File: config.mk
export PLATFORM = sky130hd
export DESIGN_NAME = npcm_ctrl
export DESIGN_NICKNAME = d
export VERILOG_FILES = /design/src/hw/rtl/npcm_pkg.sv /design/src/hw/rtl/npcm_ctrl.sv
export SDC_FILE = /design/constraint.sdc
export NUM_CORES = 1
export LEC_CHECK = 0
export ABC_AREA = 1
export ABC_CLOCK_PERIOD_IN_PS = 1700
export BUFFER_PORTS_ARGS = -buffer_cell sky130_fd_sc_hd__buf_2
export CORE_UTILIZATION = 45
export DETAILED_ROUTE_END_ITERATION = 6
export PLACE_DENSITY = 0.77
export SLEW_MARGIN = 20
export SYNTH_ARGS = -nofsm -noshare
export SYNTH_HDL_FRONTEND = slang
export SYNTH_SLANG_ARGS = --single-unit
File: constraint.sdc
create_clock -name clk -period 1.7 [get_ports clk]
set_input_delay 0.17 -clock clk [delete_from_list [all_inputs] [get_ports clk]]
set_output_delay 0.17 -clock clk [all_outputs]
set_load 0.05 [all_outputs]
File: src/hw/rtl/npcm_pkg.sv
// ----------------------------------------------------------------------------
// npcm_pkg: shared types and constants for the nearest palette color mapper
// Holds the request kinds, field widths and the control and status bundles
// that pass between the controller and the datapath.
// ----------------------------------------------------------------------------
`default_nettype none

package npcm_pkg;

	// request kinds
	localparam logic FUNC_WRITE = 1'b0;
	localparam logic FUNC_MAP   = 1'b1;

	// default palette depth
	localparam int PALETTE_ENTRIES_DEF = 256;

	// fixed field widths
	localparam int INDEX_W = 8;
	localparam int LEVEL_W = 8;
	localparam int COLOR_W = 15;
	localparam int CHAN_W  = 5;
	localparam int SQ_W    = 2 * LEVEL_W;
	localparam int DIST_W  = 18;
	localparam int ENTRY_W = 3 * LEVEL_W;

	// commands from the controller to the datapath
	typedef struct packed {
		logic start;     // latch query color, clear running minimum
		logic wr_en;     // store one palette entry from the request
		logic rd_en;     // read one entry for the scan
		logic rd_last;   // this read is the final entry
		logic load_out;  // copy the winning index to the result register
	} npcm_cmd_t;

	// status from the datapath to the controller
	typedef struct packed {
		logic done;      // last entry has been compared
	} npcm_status_t;

endpackage

`default_nettype wire

File: src/hw/rtl/npcm_ctrl.sv
// ----------------------------------------------------------------------------
// npcm_ctrl: request sequencer for the palette mapper
// Takes requests, issues palette writes, walks the read address through the
// palette for a query and hands the result to the output register.
// ----------------------------------------------------------------------------
`default_nettype none

module npcm_ctrl #(
	parameter int PALETTE_ENTRIES = npcm_pkg::PALETTE_ENTRIES_DEF
) (
	input  wire                               clk,
	input  wire                               arst_n,
	input  wire                               in_valid,
	output logic                              in_ready,
	input  wire                               func,
	output logic                              out_valid,
	input  wire                               out_ready,
	output npcm_pkg::npcm_cmd_t               cmd,
	output logic [$clog2(PALETTE_ENTRIES)-1:0] rd_addr,
	input  wire npcm_pkg::npcm_status_t       status
);

	localparam int IDX_W = $clog2(PALETTE_ENTRIES);
	localparam logic [IDX_W-1:0] LAST_ADDR = IDX_W'(PALETTE_ENTRIES - 1);

	localparam logic [1:0] ST_IDLE = 2'd0;
	localparam logic [1:0] ST_SCAN = 2'd1;
	localparam logic [1:0] ST_WAIT = 2'd2;
	localparam logic [1:0] ST_HOLD = 2'd3;

	logic [1:0]       state_q, state_d;
	logic [IDX_W-1:0] cnt_q;
	logic             out_valid_q;
	logic             accept;
	logic             out_free;

	assign in_ready = (state_q == ST_IDLE);
	assign accept   = in_valid & in_ready;
	assign out_free = ~out_valid_q | out_ready;

	always_comb begin
		state_d      = state_q;
		cmd.start    = 1'b0;
		cmd.wr_en    = 1'b0;
		cmd.rd_en    = 1'b0;
		cmd.rd_last  = 1'b0;
		cmd.load_out = 1'b0;
		unique case (state_q)
			ST_IDLE: begin
				if (accept) begin
					if (func == npcm_pkg::FUNC_MAP) begin
						cmd.start = 1'b1;
						state_d   = ST_SCAN;
					end else begin
						cmd.wr_en = 1'b1;
					end
				end
			end
			ST_SCAN: begin
				cmd.rd_en   = 1'b1;
				cmd.rd_last = (cnt_q == LAST_ADDR);
				if (cnt_q == LAST_ADDR) begin
					state_d = ST_WAIT;
				end
			end
			ST_WAIT: begin
				if (status.done) begin
					state_d = ST_HOLD;
				end
			end
			ST_HOLD: begin
				if (out_free) begin
					cmd.load_out = 1'b1;
					state_d      = ST_IDLE;
				end
			end
			default: begin
				state_d = ST_IDLE;
			end
		endcase
	end

	assign rd_addr = cnt_q;

	always_ff @(posedge clk or negedge arst_n) begin
		if (!arst_n) begin
			state_q     <= ST_IDLE;
			cnt_q       <= '0;
			out_valid_q <= 1'b0;
		end else begin
			state_q <= state_d;
			if (cmd.start) begin
				cnt_q <= '0;
			end else if (cmd.rd_en) begin
				cnt_q <= cnt_q + 1'b1;
			end
			if (cmd.load_out) begin
				out_valid_q <= 1'b1;
			end else if (out_ready) begin
				out_valid_q <= 1'b0;
			end
		end
	end

	assign out_valid = out_valid_q;

	// a pending result is never overwritten
	a_no_overwrite: assert property (@(posedge clk) disable iff (!arst_n)
		cmd.load_out |-> (!out_valid_q || out_ready))
		else $error("result register loaded while a result is pending");

	// the scan finishes only while the controller waits for it
	a_done_in_wait: assert property (@(posedge clk) disable iff (!arst_n)
		status.done |-> (state_q == ST_WAIT))
		else $error("scan completion outside the wait state");

	// a scan reads every entry without a break
	a_scan_steps: assert property (@(posedge clk) disable iff (!arst_n)
		(state_q == ST_SCAN && cnt_q != LAST_ADDR) |=>
			(state_q == ST_SCAN && cnt_q == $past(cnt_q) + 1'b1))
		else $error("scan address did not advance");

endmodule

`default_nettype wire

; ---- Word-level counts from Yosys, hierarchy flattened
; Index checks and enable logic that the tools add are counted.
; W data, S select, Z words.
[classes]
addsub = 1
eq_ne = 9
n_mux = 17
bitwise = 3
n_reduce_logical = 4
[op_table]
columns = operator, count
row1 = $mux W2, 8
row2 = $mux W8, 2
row3 = $add A8 B1 Y8 const B, 1
row4 = $eq A8 B8 Y1 const B, 1
row5 = $pmux W2 S4, 1
row6 = $mux W1, 6
row7 = $ne A2 B2 Y1 const B, 3
row8 = $reduce_and A5 Y1, 1
row9 = $eq A2 B2 Y1 const B, 2
row10 = $ne A2 B1 Y1 const B, 2
row11 = $reduce_bool A2 Y1, 2
row12 = $eq A2 B1 Y1 const B, 1
row13 = $logic_not A2 Y1, 1
row14 = $and A1 B1 Y1, 1
row15 = $not A1 Y1, 1
row16 = $or A1 B1 Y1, 1
[totals]
regBits = 11
inputBits = 6
word_cells = 37

; ---- Logic depth before layout (Yosys ltp)
[logic_depth]
ltp_word = 5
depth_mapped = 8
mapped_depth_nobuf = 8

; ---- Least setup slack after synthesis
; No wires, ideal clock.
[synth_timing]
kind = register to output
start = reg state_q[1]
end = out cmd[1] in the netlist's numbering
arrival_ns = 1.849
t_required_ns = 1.530
setup_slack_ns = -0.319
path_stages_with_launch = 5
n_path_buf = 0
path_cell_list = dfrtp_1 > inv_1 > ha_1 > inv_1 > nor2_1
[synth_lines]
columns = item, line_no
row1 = start: declaration, npcm_ctrl.sv:31  ; logic [1:0] state_q, state_d;
row2 = start signal: assignment, npcm_ctrl.sv:91  ; state_q <= state_d;
row3 = end: declaration, npcm_ctrl.sv:18  ; output npcm_pkg::npcm_cmd_t cmd,

==> summary.txt <==
Timing
  – RSZ-0062 raised after global routing: yes
  – Final hold vios: 0
  – Final WS setup: 0.08926 ns
  – Worst slew margin: 83.42%
  – Pins Over Slew Limit: 0
  – Final worst-path cycle share: 94.75%
  – Final Critical Period: 1.611 ns
  – Clock Skews: 0.008100 ns
  – Actual slew at the worst max-slew pin: 0.2488 ns
  – Fmax: 620.8 MHz
  – Setup violators final: 0

Synthesis
  – Synth Area per Inst: 7.218 µm²
  – Syn nets: 102
  – Mapped Area: 656.9 µm²
  – Post-Synthesis Cells: 91
  – Main combinational cell family by area after synthesis: simple AND/OR/NAND/NOR gates
  – Mux share of post-synthesis cell area: 0%
  – Register bit total from synthesis: 11
  – Synth Area in XOR/XNOR: 0%
  – Sequential area share after synthesis: 41.90%
  – Post-synthesis adder-cell area fraction: 9.524%
  – Compound-gate portion of the synthesized area: 5.333%
  – Yosys cell types: 13
  – Simple-Gate Fraction of Synth Area: 35.24%
  – Warning count from the yosys run: 0

Floorplan
  – Cell row count: 13
  – Core area: 1334 µm²
  – I/O pin count: 21
  – Die Area: 1616 µm²
  – Starting Density: 49.25%
  – Die width: 40.21 µm
  – Die Y: 40.21 µm

CTS
  – Buffer count from post-CTS setup fixing: 0
  – Htree depth: 1
  – Clk slew on worst S/H paths: 0.07 ns
  – Clock Sinks: 11
  – CTS Buffer Depth: 2
  – Clk Latency, worst-skew pair: 0.26 ns
  – TritonCTS Buffers: 3
  – CTS tree: built
  – CTS Root Cell: clkbuf_4

Worst setup path
  – Reg-to-reg endpoint: rd_addr[6]$_DFFE_PN0P_
  – R2R depth: 7
  – R2R Path Start: state_q[1]$_DFFE_PN0P_
  – Critical Path End Type: output pin
  – Reg2Reg Setup Slack: 0.31 ns
  – Worst Path Required: 1.53 ns
  – Crit path top cell by count: inv_1
  – Startpoint types: flip-flop
  – Slowest cell on the critical path: dfrtp_1
  – Worst Setup Path Type: flip-flop to output pin
  – Worst path cell trace: inv_1 -> ha_2 -> inv_1 -> nor2_2 -> clkbuf_4
  – Crit path arrival time: 1.44 ns
  – Largest stage delay on the critical path: 0.41 ns
  – Crit Path Max Fanout: 8

Route
  – Remaining DRCs: 0
  – Vias post-DR: 625
  – Avg Vias per Cell: 4.735
  – DR pass1 iterations: 4
  – Antenna Nets Post-Route: 0
  – WL final: 1288 µm
  – Iteration-0 DRC Markers: 6
  – WL per Instance: 9.758 µm

Global route
  – Largest net degree at the start of global routing: 12
  – Global route overflow: 0
  – Total GRT Usage: 19.47%
  – Initial antenna violation count: 0
  – First-pass GRT wire length: 1987 µm
  – Vias in the first global route: 509

Power
  – Peak VDD IR: 1.186 mV
  – Pwr/cell area: 1748 nW/µm²
  – Static Leak: 0.4902 nW

Place
  – Worst slack at placement: 0.2963 ns
  – Placed instance count: 127
  – Hpwl dp: 1022 µm
  – GPL Wtd Cong: 0.8622
  – Port Buf Inserts: 20

Cells and area
  – Ant. Diodes: 0
  – Layout cells sized above 1: 28.21%
  – Area of the multi-input gates: 339.1 µm²
  – Layout area overhead: 28.19%
  – Nets: 129
  – Filler cells: 132
  – Final Non-Filler Cells: 132
  – Sequential standard cell area: 275.3 µm²

Worst hold path
  – Hold depth: 4
  – Hold Crit Endpoint: out_valid$_DFFE_PN0P_
  – Worst min path class: input pin to flip-flop
  – Min-Delay Startpoint: out_ready

Job
  – Max_cap viols: 0

Run status
  – Status: finished clean
==> critical path, delay by kind of cell, from the launching register on <==
kind / cells / cell delay [ns]
adder cells (fa/ha/maj): 1 / 0.27
buffers and inverters: 3 / 0.40
flip-flops: 1 / 0.41
AND/OR/NAND/NOR: 1 / 0.10
==> worst max-delay path by stage <==
stage	from	end	slack, ns	cells after the start
4_1_cts	state_q[0]$_DFFE_PN0P_	cmd[4]	0.007	5
2_1_floorplan	rd_addr[0]$_DFFE_PN0P_	cmd[1]	-0.04	5
3_3_place_gp	state_q[1]$_DFFE_PN0P_	rd_addr[6]$_DFFE_PN0P_	0.32	7
5_1_grt	state_q[1]$_DFFE_PN0P_	cmd[1]	-0.02	5
6_report	state_q[1]$_DFFE_PN0P_	cmd[1]	0.09	5
3_5_place_dp	state_q[0]$_DFFE_PN0P_	cmd[4]	0.30	5
==> power breakdown <==
part | total (mW) | internal, mW | switching [mW]
combinational | 0.878 | 0.248 | 0.630
sequential | 0.421 | 0.341 | 0.0807
clock | 0.173 | 0.0907 | 0.0823
total | 1.47 | 0.679 | 0.793
==> synthesized netlist by cell type <==
library cell / number / area [µm²]
nor3b_1: 1 / 7.510
nor2_1: 14 / 52.55
inv_1: 14 / 52.55
nor2_4: 1 / 11.26
or2_2: 1 / 6.260
nand2_2: 1 / 6.260
dfrtp_1: 11 / 275.3
nand3_1: 5 / 25.02
o21ai_0: 2 / 10.01
nand2_1: 30 / 112.6
nand3_2: 1 / 10.01
a21oi_1: 5 / 25.02
ha_1: 5 / 62.56
==> cells in the final DEF, fill, tap and decap left out <==
cell type / instances
a21oi_1: 5
buf_2: 18
buf_4: 1
buf_6: 1
clkbuf_1: 1
clkbuf_4: 4
clkinvlp_4: 1
dfrtp_1: 11
dlygate4sd3_1: 1
ha_1: 3
ha_2: 2
inv_1: 13
nand2_1: 30
nand2_2: 1
nand3_1: 5
nand3_2: 1
nor2_1: 12
nor2_2: 2
nor2_4: 1
nor3b_1: 1
o21ai_0: 2
or2_2: 1
==> state kept, by name, summed over array words and instances (netlist names) <==
| register | flops |
|---|---|
| rd_addr | 8 |
| state_q | 2 |
| out_valid | 1 |
==> repair_timing <==
action | CTS | global route
hold buffers | 1 | 0
endpoints found under the setup margin | 0 | 2
gates resized for setup | 0 | 4
hold endpoints to repair | 11 | 0
==> stage by stage <==
stage	setup TNS (ns)	power, mW	hold slack, ns	area, µm²	util [%]
after CTS	0	1.478	0.1604	833.3	62.48
final	0	1.472	0.1618	842.1	63.13
after floorplan	-0.03956	1.115	-0.1256	670.6	-
after global placement	0	1.276	0.05423	797.0	59.76
after detailed placement	0	1.292	0.05528	797.0	59.76
after global routing	-0.01531	1.590	0.1944	842.1	63.13
==> cell families (layout without fill, tap and decap cells) <==
| kind of cell | after synthesis | in the layout |
|---|---|---|
| buf+inv | 14 | 40 |
| fa+ha+maj | 5 | 5 |
| simple gates | 54 | 54 |
| compound gates | 7 | 7 |
| flops | 11 | 11 |
==> routing by layer <==
layer | global-route usage, % | share of wire (%)
met4 | 7.500 | 0.85
met2 | 30.65 | 47
met1 | 23.37 | 46
met5 | 0 | 0
met3 | 8.333 | 5.4
==> area by class of cell <==
class,count,area share (%)
clock buffer,4,3.120
inverter,14,6.686
multi-input combinational,66,40.27
sequential,11,32.69
tap,15,2.229
timing repair buffer,22,15.01
No activity file was read; power rests on OpenSTA's default activity.
